[src/hdl/sha256_byte_stream_hasher_unit_assert.svh]
// Assertion macros for the hasher, compiled out when ASSERT_OFF is defined.
`ifndef SHA256_BYTE_STREAM_HASHER_UNIT_ASSERT_SVH
`define SHA256_BYTE_STREAM_HASHER_UNIT_ASSERT_SVH

`ifndef ASSERT_OFF
// Same-cycle implication, checked outside reset.
`define SHA_ASSERT_IMP(lbl, ck, rn, pre, con, msg) \
    lbl: assert property (@(posedge ck) disable iff (!rn) (pre) |-> (con)) else $error(msg);
// Next-cycle implication, checked outside reset.
`define SHA_ASSERT_NXT(lbl, ck, rn, pre, con, msg) \
    lbl: assert property (@(posedge ck) disable iff (!rn) (pre) |=> (con)) else $error(msg);
`else
`define SHA_ASSERT_IMP(lbl, ck, rn, pre, con, msg)
`define SHA_ASSERT_NXT(lbl, ck, rn, pre, con, msg)
`endif

`endif

[src/hdl/sha256bsh_pkg.sv]
package sha256bsh_pkg;

    typedef struct packed {
        logic [7:0] data_byte;
        logic       byte_present;
        logic       end_of_message;
    } in_item_t;

    typedef struct packed {
        logic [31:0] digest_word;
        logic [2:0]  word_index;
        logic        last_word;
    } out_item_t;

    // Source of the byte shifted into the block window.
    typedef enum logic [1:0] {
        SRC_DATA,
        SRC_PAD,
        SRC_ZERO,
        SRC_LEN
    } byte_src_t;

    typedef struct packed {
        logic      byte_en;
        byte_src_t byte_sel;
        logic      count_en;
        logic      load_work;
        logic      round_en;
        logic [5:0] round_idx;
        logic      add_en;
        logic      emit;
    } dp_cmd_t;

    typedef struct packed {
        logic fill_last;
        logic fill_at_len;
        logic out_busy;
    } dp_status_t;

    localparam logic [7:0] PAD_BYTE   = 8'h80;
    localparam logic [5:0] LEN_OFFSET = 6'd56;
    localparam logic [5:0] BLOCK_LAST = 6'd63;
    localparam logic [5:0] ROUND_LAST = 6'd63;
    localparam logic [2:0] WORD_LAST  = 3'd7;

    // Element 0 holds the first initial word.
    localparam logic [7:0][31:0] INIT_HASH = {
        32'h5be0cd19, 32'h1f83d9ab, 32'h9b05688c, 32'h510e527f,
        32'ha54ff53a, 32'h3c6ef372, 32'hbb67ae85, 32'h6a09e667
    };

    function automatic logic [31:0] rotr(input logic [31:0] x, input int unsigned n);
        return (x >> n) | (x << (32 - n));
    endfunction

    function automatic logic [31:0] big_sigma0(input logic [31:0] x);
        return rotr(x, 2) ^ rotr(x, 13) ^ rotr(x, 22);
    endfunction

    function automatic logic [31:0] big_sigma1(input logic [31:0] x);
        return rotr(x, 6) ^ rotr(x, 11) ^ rotr(x, 25);
    endfunction

    function automatic logic [31:0] small_sigma0(input logic [31:0] x);
        return rotr(x, 7) ^ rotr(x, 18) ^ (x >> 3);
    endfunction

    function automatic logic [31:0] small_sigma1(input logic [31:0] x);
        return rotr(x, 17) ^ rotr(x, 19) ^ (x >> 10);
    endfunction

    function automatic logic [31:0] round_const(input logic [5:0] idx);
        logic [31:0] k;
        case (idx)
            6'd0:  k = 32'h428a2f98;
            6'd1:  k = 32'h71374491;
            6'd2:  k = 32'hb5c0fbcf;
            6'd3:  k = 32'he9b5dba5;
            6'd4:  k = 32'h3956c25b;
            6'd5:  k = 32'h59f111f1;
            6'd6:  k = 32'h923f82a4;
            6'd7:  k = 32'hab1c5ed5;
            6'd8:  k = 32'hd807aa98;
            6'd9:  k = 32'h12835b01;
            6'd10: k = 32'h243185be;
            6'd11: k = 32'h550c7dc3;
            6'd12: k = 32'h72be5d74;
            6'd13: k = 32'h80deb1fe;
            6'd14: k = 32'h9bdc06a7;
            6'd15: k = 32'hc19bf174;
            6'd16: k = 32'he49b69c1;
            6'd17: k = 32'hefbe4786;
            6'd18: k = 32'h0fc19dc6;
            6'd19: k = 32'h240ca1cc;
            6'd20: k = 32'h2de92c6f;
            6'd21: k = 32'h4a7484aa;
            6'd22: k = 32'h5cb0a9dc;
            6'd23: k = 32'h76f988da;
            6'd24: k = 32'h983e5152;
            6'd25: k = 32'ha831c66d;
            6'd26: k = 32'hb00327c8;
            6'd27: k = 32'hbf597fc7;
            6'd28: k = 32'hc6e00bf3;
            6'd29: k = 32'hd5a79147;
            6'd30: k = 32'h06ca6351;
            6'd31: k = 32'h14292967;
            6'd32: k = 32'h27b70a85;
            6'd33: k = 32'h2e1b2138;
            6'd34: k = 32'h4d2c6dfc;
            6'd35: k = 32'h53380d13;
            6'd36: k = 32'h650a7354;
            6'd37: k = 32'h766a0abb;
            6'd38: k = 32'h81c2c92e;
            6'd39: k = 32'h92722c85;
            6'd40: k = 32'ha2bfe8a1;
            6'd41: k = 32'ha81a664b;
            6'd42: k = 32'hc24b8b70;
            6'd43: k = 32'hc76c51a3;
            6'd44: k = 32'hd192e819;
            6'd45: k = 32'hd6990624;
            6'd46: k = 32'hf40e3585;
            6'd47: k = 32'h106aa070;
            6'd48: k = 32'h19a4c116;
            6'd49: k = 32'h1e376c08;
            6'd50: k = 32'h2748774c;
            6'd51: k = 32'h34b0bcb5;
            6'd52: k = 32'h391c0cb3;
            6'd53: k = 32'h4ed8aa4a;
            6'd54: k = 32'h5b9cca4f;
            6'd55: k = 32'h682e6ff3;
            6'd56: k = 32'h748f82ee;
            6'd57: k = 32'h78a5636f;
            6'd58: k = 32'h84c87814;
            6'd59: k = 32'h8cc70208;
            6'd60: k = 32'h90befffa;
            6'd61: k = 32'ha4506ceb;
            6'd62: k = 32'hbef9a3f7;
            6'd63: k = 32'hc67178f2;
            default: k = 32'h0;
        endcase
        return k;
    endfunction

endpackage

[src/hdl/sha256bsh_ctrl.sv]
`include "sha256_byte_stream_hasher_unit_assert.svh"

module sha256bsh_ctrl (
    input  logic                     clk,
    input  logic                     rst_n,
    input  logic                     item_valid,
    input  sha256bsh_pkg::in_item_t  item,
    output logic                     item_stall,
    input  sha256bsh_pkg::dp_status_t status,
    output sha256bsh_pkg::dp_cmd_t   cmd
);
    import sha256bsh_pkg::*;

    typedef enum logic [2:0] {
        ST_IDLE,
        ST_PAD80,
        ST_PADZ,
        ST_LEN,
        ST_LOAD,
        ST_ROUND,
        ST_ADD,
        ST_EMIT
    } state_t;

    state_t     state_reg, state_next;
    state_t     ret_reg, ret_next;
    logic [5:0] round_reg, round_next;

    assign item_stall = (state_reg != ST_IDLE);

    always_comb
    begin
        state_next = state_reg;
        ret_next   = ret_reg;
        round_next = round_reg;
        cmd        = '0;
        cmd.byte_sel  = SRC_DATA;
        cmd.round_idx = round_reg;
        case (state_reg)
            ST_IDLE:
            begin
                if (item_valid)
                begin
                    cmd.byte_en  = item.byte_present;
                    cmd.count_en = item.byte_present;
                    if (item.byte_present && status.fill_last)
                    begin
                        state_next = ST_LOAD;
                        ret_next   = item.end_of_message ? ST_PAD80 : ST_IDLE;
                    end
                    else if (item.end_of_message)
                    begin
                        state_next = ST_PAD80;
                    end
                end
            end
            ST_PAD80:
            begin
                cmd.byte_en  = 1'b1;
                cmd.byte_sel = SRC_PAD;
                if (status.fill_last)
                begin
                    state_next = ST_LOAD;
                    ret_next   = ST_PADZ;
                end
                else
                begin
                    state_next = ST_PADZ;
                end
            end
            ST_PADZ:
            begin
                if (status.fill_at_len)
                begin
                    state_next = ST_LEN;
                end
                else
                begin
                    cmd.byte_en  = 1'b1;
                    cmd.byte_sel = SRC_ZERO;
                    if (status.fill_last)
                    begin
                        state_next = ST_LOAD;
                        ret_next   = ST_PADZ;
                    end
                end
            end
            ST_LEN:
            begin
                cmd.byte_en  = 1'b1;
                cmd.byte_sel = SRC_LEN;
                if (status.fill_last)
                begin
                    state_next = ST_LOAD;
                    ret_next   = ST_EMIT;
                end
            end
            ST_LOAD:
            begin
                cmd.load_work = 1'b1;
                round_next    = '0;
                state_next    = ST_ROUND;
            end
            ST_ROUND:
            begin
                cmd.round_en = 1'b1;
                round_next   = round_reg + 6'd1;
                if (round_reg == ROUND_LAST)
                begin
                    state_next = ST_ADD;
                end
            end
            ST_ADD:
            begin
                cmd.add_en = 1'b1;
                state_next = ret_reg;
            end
            ST_EMIT:
            begin
                // hold until the previous digest has drained
                if (!status.out_busy)
                begin
                    cmd.emit   = 1'b1;
                    state_next = ST_IDLE;
                end
            end
            default:
            begin
                state_next = ST_IDLE;
            end
        endcase
    end

    always_ff @(posedge clk or negedge rst_n)
    begin
        if (!rst_n)
        begin
            state_reg <= ST_IDLE;
            ret_reg   <= ST_IDLE;
            round_reg <= '0;
        end
        else
        begin
            state_reg <= state_next;
            ret_reg   <= ret_next;
            round_reg <= round_next;
        end
    end

    `SHA_ASSERT_NXT(a_round_end, clk, rst_n, (state_reg == ST_ROUND) && (round_reg == ROUND_LAST), state_reg == ST_ADD, "compression did not stop after the last round")
    `SHA_ASSERT_IMP(a_emit_free, clk, rst_n, cmd.emit, !status.out_busy, "digest emitted over an undrained one")
    `SHA_ASSERT_NXT(a_block_full, clk, rst_n, cmd.byte_en && status.fill_last, state_reg == ST_LOAD, "full block not compressed")

endmodule

[src/hdl/sha256bsh_datapath.sv]
`include "sha256_byte_stream_hasher_unit_assert.svh"

module sha256bsh_datapath (
    input  logic                       clk,
    input  logic                       rst_n,
    input  sha256bsh_pkg::in_item_t    item,
    input  sha256bsh_pkg::dp_cmd_t     cmd,
    output sha256bsh_pkg::dp_status_t  status,
    output logic                       digest_valid,
    input  logic                       digest_stall,
    output sha256bsh_pkg::out_item_t   digest
);
    import sha256bsh_pkg::*;

    logic [7:0][31:0]  chain_reg, chain_next;
    logic [7:0][31:0]  work_reg, work_next;
    logic [15:0][31:0] win_reg, win_next;   // element 15 is the oldest word
    logic [7:0][31:0]  obuf_reg, obuf_next;
    logic [5:0]        fill_reg, fill_next;
    logic [63:0]       total_reg, total_next;
    logic [2:0]        oidx_reg, oidx_next;
    logic              ovalid_reg, ovalid_next;

    logic [7:0]   byte_in;
    logic [63:0]  len_bits;
    logic [63:0]  len_shift;
    logic [519:0] win_ext;
    logic [31:0]  w_new;
    logic [31:0]  t1;
    logic [31:0]  t2;
    logic         digest_take;

    assign len_bits  = {total_reg[60:0], 3'b000};
    assign len_shift = len_bits << {fill_reg[2:0], 3'b000};

    always_comb
    begin
        case (cmd.byte_sel)
            SRC_DATA: byte_in = item.data_byte;
            SRC_PAD:  byte_in = PAD_BYTE;
            SRC_ZERO: byte_in = 8'h00;
            SRC_LEN:  byte_in = len_shift[63:56];
            default:  byte_in = 8'h00;
        endcase
    end

    assign win_ext = {win_reg, byte_in};
    assign w_new   = small_sigma1(win_reg[1]) + win_reg[6] +
                     small_sigma0(win_reg[14]) + win_reg[15];

    assign t1 = work_reg[7] + big_sigma1(work_reg[4]) +
                ((work_reg[4] & work_reg[5]) ^ (~work_reg[4] & work_reg[6])) +
                round_const(cmd.round_idx) + win_reg[15];
    assign t2 = big_sigma0(work_reg[0]) +
                ((work_reg[0] & work_reg[1]) ^ (work_reg[0] & work_reg[2]) ^
                 (work_reg[1] & work_reg[2]));

    assign digest_take = ovalid_reg && !digest_stall;

    always_comb
    begin
        win_next    = win_reg;
        work_next   = work_reg;
        chain_next  = chain_reg;
        fill_next   = fill_reg;
        total_next  = total_reg;
        obuf_next   = obuf_reg;
        oidx_next   = oidx_reg;
        ovalid_next = ovalid_reg;

        if (cmd.byte_en)
        begin
            win_next  = win_ext[511:0];
            fill_next = fill_reg + 6'd1;
        end
        if (cmd.count_en)
        begin
            total_next = total_reg + 64'd1;
        end
        if (cmd.load_work)
        begin
            work_next = chain_reg;
        end
        if (cmd.round_en)
        begin
            // the appended word is the schedule word sixteen rounds ahead
            win_next  = {win_reg[14:0], w_new};
            work_next = {work_reg[6:4], work_reg[3] + t1, work_reg[2:0], t1 + t2};
        end
        if (cmd.add_en)
        begin
            for (int i = 0; i < 8; i++)
            begin
                chain_next[i] = chain_reg[i] + work_reg[i];
            end
        end

        if (digest_take)
        begin
            obuf_next = {32'h0, obuf_reg[7:1]};
            oidx_next = oidx_reg + 3'd1;
            if (oidx_reg == WORD_LAST)
            begin
                ovalid_next = 1'b0;
            end
        end
        if (cmd.emit)
        begin
            obuf_next   = chain_reg;
            oidx_next   = '0;
            ovalid_next = 1'b1;
            chain_next  = INIT_HASH;
            fill_next   = '0;
            total_next  = '0;
        end
    end

    always_ff @(posedge clk or negedge rst_n)
    begin
        if (!rst_n)
        begin
            chain_reg  <= INIT_HASH;
            fill_reg   <= '0;
            total_reg  <= '0;
            oidx_reg   <= '0;
            ovalid_reg <= 1'b0;
        end
        else
        begin
            chain_reg  <= chain_next;
            fill_reg   <= fill_next;
            total_reg  <= total_next;
            oidx_reg   <= oidx_next;
            ovalid_reg <= ovalid_next;
        end
    end

    always_ff @(posedge clk)
    begin
        win_reg  <= win_next;
        work_reg <= work_next;
        obuf_reg <= obuf_next;
    end

    assign status.fill_last   = (fill_reg == BLOCK_LAST);
    assign status.fill_at_len = (fill_reg == LEN_OFFSET);
    assign status.out_busy    = ovalid_reg;

    assign digest_valid       = ovalid_reg;
    assign digest.digest_word = obuf_reg[0];
    assign digest.word_index  = oidx_reg;
    assign digest.last_word   = (oidx_reg == WORD_LAST);

    `SHA_ASSERT_NXT(a_emit_load, clk, rst_n, cmd.emit, digest_valid && (oidx_reg == 3'd0) && (fill_reg == 6'd0), "digest load or hash restart missing")
    `SHA_ASSERT_NXT(a_last_drain, clk, rst_n, digest_valid && !digest_stall && digest.last_word, !digest_valid, "digest ran past its last word")
    `SHA_ASSERT_NXT(a_work_load, clk, rst_n, cmd.load_work, work_reg == chain_reg, "working words not loaded from chaining words")

endmodule

[src/hdl/sha256_byte_stream_hasher_unit.sv]
// SHA-256 over a byte stream.
// Input channel (item_valid / item_stall / item): each item may carry one
// message byte (byte_present) and may close the message (end_of_message);
// the byte of a closing item is absorbed before padding starts.
// Output channel (digest_valid / digest_stall / digest): eight items per
// message, chaining word 0 first, last_word set on word 7.
// A byte that does not fill the block is taken without a stall. The 64th
// byte of a block starts a compression (load, 64 rounds at one round a
// cycle in the shared round unit, chaining add), during which item_stall
// is high.
// Closing a message takes padding (the pad byte, zero bytes up to the
// length offset, a turn-around step there, then the length bytes), a
// further compression, and one extra block when 56 or more bytes are
// held; the emit state then hands the digest to the output buffer, which
// registers it and presents the first digest item. The digest sits in an
// output buffer, so the next message is taken while it drains; only a second
// digest waits for the first to go.
// A stalled digest item holds its value. Reset loads the initial hash
// words, clears the byte counts and marks the output buffer empty.
module sha256_byte_stream_hasher_unit (
    input  logic                     clk,
    input  logic                     rst_n,
    input  logic                     item_valid,
    output logic                     item_stall,
    input  sha256bsh_pkg::in_item_t  item,
    output logic                     digest_valid,
    input  logic                     digest_stall,
    output sha256bsh_pkg::out_item_t digest
);
    import sha256bsh_pkg::*;

    dp_cmd_t    cmd;
    dp_status_t status;

    // sequence padding, compression and digest handoff
    sha256bsh_ctrl u_ctrl (
        .clk        (clk),
        .rst_n      (rst_n),
        .item_valid (item_valid),
        .item       (item),
        .item_stall (item_stall),
        .status     (status),
        .cmd        (cmd)
    );

    // block window, round unit, chaining words and output buffer
    sha256bsh_datapath u_datapath (
        .clk          (clk),
        .rst_n        (rst_n),
        .item         (item),
        .cmd          (cmd),
        .status       (status),
        .digest_valid (digest_valid),
        .digest_stall (digest_stall),
        .digest       (digest)
    );

endmodule

[config.mk]
export PLATFORM = sky130hd
export DESIGN_NAME = sha256_byte_stream_hasher_unit
export DESIGN_NICKNAME = d
export VERILOG_FILES = /design/src/hdl/sha256bsh_pkg.sv /design/src/hdl/sha256bsh_ctrl.sv /design/src/hdl/sha256bsh_datapath.sv /design/src/hdl/sha256_byte_stream_hasher_unit.sv
export VERILOG_INCLUDE_DIRS = /design/src /design/src/hdl
export SDC_FILE = /design/constraint.sdc
export NUM_CORES = 2
export LEC_CHECK = 0
export BUFFER_PORTS_ARGS = -buffer_cell sky130_fd_sc_hd__buf_2
export CAP_MARGIN = 20
export CORE_ASPECT_RATIO = 1.1
export CORE_MARGIN = 2
export CORE_UTILIZATION = 53
export DETAILED_ROUTE_END_ITERATION = 8
export PLACE_DENSITY_LB_ADDON = 0.05
export SYNTH_ARGS = -nofsm -noshare
export SYNTH_HDL_FRONTEND = slang
export SYNTH_SLANG_ARGS = --single-unit
[constraint.sdc]
create_clock -name clk -period 18.7 [get_ports clk]
set_input_delay 0.935 -clock clk [delete_from_list [all_inputs] [get_ports clk]]
set_output_delay 0.935 -clock clk [all_outputs]
set_load 0.01 [all_outputs]
### Word level (Yosys, flattened, before mapping)

Memories as Yosys holds them, arrays and structs flattened.
Index checks and enable logic that the tools add are counted.

| storage, ports and cells | value |
|---|---|
| flip-flop bits (word level) | 1366 |
| memory bits (read-only) | 2048 |
| input bits | 14 |
| output and inout port bits | 38 |
| word-level logic and storage cells | 183 |
| memories kept | 1 |

| cells by class | value |
|---|---|
| $add $sub $neg | 22 |
| eq/ne operators | 21 |
| shift operators | 1 |
| multiplexer cells | 45 |
| bitwise operators | 27 |
| reduce and logical (&&, ||, !) cells | 19 |

Memories:

| memory | depth | width | rd ports | clocked after memory_dff | wr ports | RTL line | text |
|---|---|---|---|---|---|---|---|
| (no name shown) | 64 | 32 | 1 | 0 | 0 | sha256bsh_pkg.sv:74 | `case (idx)` |

Operators by type and width:

| cell | count |
|---|---|
| 2-to-1 mux 256 bit | 6 |
| 2-to-1 mux 512 bit | 2 |
| adder 32 bit | 18 |
| bitwise XOR 32 bit | 9 |
| AND 32 bit | 5 |
| 2-to-1 mux 64 bit | 2 |
| adder 64 x 1 -> 64 bit, second input constant | 1 |
| << shifter 64 x 6 -> 64 bit | 1 |
| 2-to-1 mux 3 bit | 16 |
| inverter 32 bit | 1 |
| OR 10 x 32 -> 32 bit | 1 |
| OR 13 x 32 -> 32 bit | 1 |
| OR 14 x 32 -> 32 bit | 1 |
| OR 15 x 32 -> 32 bit | 1 |
| OR 19 x 32 -> 32 bit | 1 |
| OR 21 x 32 -> 32 bit | 1 |
| OR 25 x 32 -> 32 bit | 1 |
| OR 26 x 32 -> 32 bit | 1 |
| OR 30 x 32 -> 32 bit | 1 |
| OR 7 x 32 -> 32 bit | 1 |
| one-hot mux 8 bit (4 select lines) | 1 |
| bitwise XOR 32 x 22 -> 32 bit | 1 |
| bitwise XOR 32 x 29 -> 32 bit | 1 |
| one-hot mux 3 bit (8 select lines) | 1 |
| other kinds (28) | 60 |

### Logic depth before layout (Yosys ltp)

| logic depth | value |
|---|---|
| depth after elaboration | 9 |
| mapped depth | 40 |
| gate-level depth less buffers | 38 |

### Modules after synthesis

Synthesis repeated with hierarchy kept, for this count alone.

| unflattened totals | value |
|---|---|
| cell total of the unflattened synthesis | 7588 |
| area, all modules | 86126.4 um^2 |

By module, submodules not included:

| module | instances | cells each | area each (um^2) | seq. area each (um^2) |
|---|---|---|---|---|
| sha256bsh_datapath | 1 | 7495 | 85338.1 | 39102.5 |
| sha256bsh_ctrl | 1 | 93 | 788.3 | 300.3 |

### Worst setup path after synthesis

OpenSTA, ideal clock, no wires.

| timing path | value |
|---|---|
| path kind | register -> register |
| from | register u_datapath.fill_reg[0] |
| to | register u_datapath.win_reg, in the netlist u_datapath.win_ext[100] (enable) |
| setup time | 4916 ps |
| data arrival time | 13071 ps |
| required time | 13784 ps |
| setup slack | 713 ps |
| stages on the path, launching flop included | 9 |
| buffers on the path | 2 |
| period minus slack after synthesis | 17987 ps |
| cell sequence | dfrtp_1 -> clkbuf_1 -> clkbuf_1 -> inv_1 -> ha_1 -> nand3b_1 -> a21o_1 -> nand2_1 -> nand3_1 |

| between the ends | value |
|---|---|
| word-level cells in the longest chain between the ends | 4 |

RTL lines:

| element | RTL line | text |
|---|---|---|
| start: declaration | sha256bsh_datapath.sv:19 | `logic [5:0] fill_reg, fill_next;` |
| start signal: assignment | sha256bsh_datapath.sv:131 | `fill_reg <= fill_next;` |
| equality test 6 bit | sha256bsh_datapath.sv:146 | `assign status.fill_at_len = (fill_reg == LEN_OFFSET);` |
| 2-to-1 mux 3 bit | sha256bsh_ctrl.sv:73 | `if (status.fill_at_len)` |
| one-hot mux 1 bit (3 select lines) | sha256bsh_ctrl.sv:39 | `case (state_reg)` |
| nonzero test 2 bit (no line) | - |  |
| end signal: assignment | sha256bsh_datapath.sv:140 | `win_reg <= win_next;` |
| end: declaration | sha256bsh_datapath.sv:17 | `logic [15:0][31:0] win_reg, win_next;` |

No other way between the ends.
A chain may end at the register's enable or synchronous reset.

==> results.txt <==
Die ar. = 0.1632 mm²
RSZ-0062 raised after global routing = false
top cell family by delay on the critical path = compound AO/OA/AOI/OAI gates
Longest Clk Path Bufs = 3
worst reg2reg endpoint = u_datapath.work_reg[28]
row cnt = 153
WP buf/inv = 2
nature of the critical path startpoint = flip-flop
H-tree depth = 4
# port buffers = 51
die height = 423.5 µm
Synth Flop Type = edfxtp_1
ratio of cells with drive above 1 in the final layout = 6.248%
Total Wirelength = 262400 µm
Gate Count Post-Synth = 9174
endpoints failing hold = 0
Vias = 65.13k
CTS-repair resized insts = 0
fin crit period = 9.737 ns
Slew headroom = 17.77%
post-CTS setup buffers = 0
Critical Path AT = 10.26 ns
clock latency on the worst-skew pair = 0.82 ns
Post-DP HPWL = 187400 µm
Max Cap Viol = 0
Core ar. = 0.1585 mm²
Syn Nets = 9782
post-layout net count = 9521
synthesis-stage register bit count = 1363
Final Cycle Share = 52.07%
max reg flops = 512
Slowest cell on crit path = dfrtp_2
crit end category = flip-flop
EDFF count, synth = 1024
commonest non-fill, non-tap cell in the layout = nand2_1
R2R cell count = 33
die width = 385.4 µm
max-slew violations = 0
DRC = 0
Cell variety after synth = 108
commonest cells after routing, fill and taps aside = nand2_1 (3222), edfxtp_1 (1024), o21ai_0 (456)
run status = completed
top cell type's share of synthesized area = 36.26%
CP peak stage delay = 0.91 ns
I/O pin count = 52
CP Class = flip-flop to flip-flop
most frequent CP cell = a21oi_1
Worst-path clk slew = 0.06 ns
post-route setup TNS = 0 ns
vias per inst = 5.849
Seq/Total Area, Yosys = 46.47%
TritonCTS Sinks = 1363
first-pass detailed-route iteration total = 6
RePlAce Congestion = 0.9642
hold_ws = 0.1505 ns
CTS tree = built
synthesized area per cell = 9.243 µm²
Total GRT Usage = 32.14%
first-pass GRT wire length = 398200 µm
Worst R2R Start = u_ctrl.round_reg[2]
root buffer cell = clkbuf_16
cell area after synthesis = 0.08480 mm²
global route overflow = 0
Final ANT Viol Nets = 0
Filler Cells Inserted = 14.15k
multi-input combinational cell area = 0.04230 mm²
yosys warns = 0
sequential cell area = 0.03941 mm²
largest area contributor in the netlist = edfxtp_1
initial antenna violation count = 2
clk_skew = 0.03318 ns
CTS Hold Bufs = 0
largest cells by area after synthesis = edfxtp_1 (36%), nand2_1 (14%), dfrtp_1 (6.0%), ha_1 (5.9%), fa_1 (4.6%)
initial core utilization = 53.50%
Worst-Margin Slew = 1.233 ns
R2R setup slack = 8.96 ns
Worst EP required = 19.22 ns
Hold Crit Class = primary input to asynchronous set/reset pin
TritonCTS buffer count = 152
pin count of the biggest net entering global routing = 246
fmax = 0.1027 GHz
Layout area overhead = 7.444%
final setup vio count = 0
ys async rst share = 24.87%
First DRT Iteration DRCs = 5940
vias in the first global route = 64.03k
Routed WL per cell = 23.56 µm
Max FO, Critical Path = 76
## worst max-delay path by stage
stage / from / depth (start not counted) / end / slack, ns
2_1_floorplan: u_datapath.fill_reg[0] / 8 / u_datapath.win_ext[100] / 0.71
3_5_place_dp: u_ctrl.round_reg[2] / 33 / u_datapath.work_reg[28] / 9.07
6_report: u_ctrl.round_reg[2] / 33 / u_datapath.work_reg[28] / 8.96
5_1_grt: u_ctrl.round_reg[2] / 33 / u_datapath.work_reg[28] / 8.41
4_1_cts: u_ctrl.round_reg[2] / 33 / u_datapath.work_reg[28] / 9.01
3_3_place_gp: u_ctrl.round_reg[2] / 33 / u_datapath.work_reg[28] / 8.93
## final cells by class
cell class              instances  area share (%)
repair buffers                124           1.046
inverters                     272           1.129
flip-flops and latches       1363           43.25
well taps                    2092           2.873
diodes                          1        0.002747
clock inverters                67          0.6962
multi-input cells            7000           46.42
clock buffers                 217           4.576
## per-stage QoR
step	std cells	area (µm²)	util, %	setup WS (ns)
finish	11136	91110	57.48	8.963
global route	11135	91110	57.48	8.414
CTS	11133	91050	57.44	9.011
detailed placement	10849	86250	54.41	9.067
global placement	10849	86250	54.41	8.932
floorplan	9174	84800	-	0.7131
## cells in the mapped netlist (37+ instances only)
| cell type | count |
|---|---|
| nand2b_1 | 79 |
| o31ai_1 | 37 |
| o21a_1 | 59 |
| edfxtp_1 | 1024 |
| nand2_1 | 3224 |
| o21ai_0 | 456 |
| dfstp_2 | 136 |
| nor2b_1 | 59 |
| nor3_1 | 65 |
| clkbuf_1 | 472 |
| fa_1 | 195 |
| a21o_1 | 152 |
| ha_1 | 399 |
| and3_1 | 39 |
| xor2_1 | 234 |
| nand3_1 | 120 |
| nor2_1 | 336 |
| dfrtp_1 | 203 |
| mux2i_1 | 46 |
| and2_1 | 40 |
| a211oi_1 | 57 |
| inv_1 | 271 |
| a21oi_1 | 395 |
| o211ai_1 | 98 |
| a31oi_1 | 40 |
| o21ai_1 | 42 |
| xnor2_1 | 390 |
## cells by family (layout without fill, tap and decap cells)
family | after synthesis | after routing | synth area share, %
XOR/XNOR | 624 | 624 | 6.445
adder cells (fa/ha/maj) | 620 | 620 | 10.80
multiplexers | 72 | 72 | 1.101
AO/OA/AOI/OAI | 1587 | 1587 | 11.85
AND/OR/NAND/NOR | 4097 | 4097 | 19.60
flip-flops | 1363 | 1363 | 46.47
other | 0 | 1 | 0
buffers and inverters | 811 | 680 | 3.736
## routing by layer
metal	share of wire [%]	vias to the layer above	GRT usage, %
met2	48	1952	53.27
met5	0	-	0
li1	-	30697	-
met4	5.2	0	15.21
met1	41	31974	41.53
met3	5.3	506	4.512
Power is left out: the tool's default activity adds up to more than one toggle a clock period on the data nets, which glitch-free logic cannot reach.
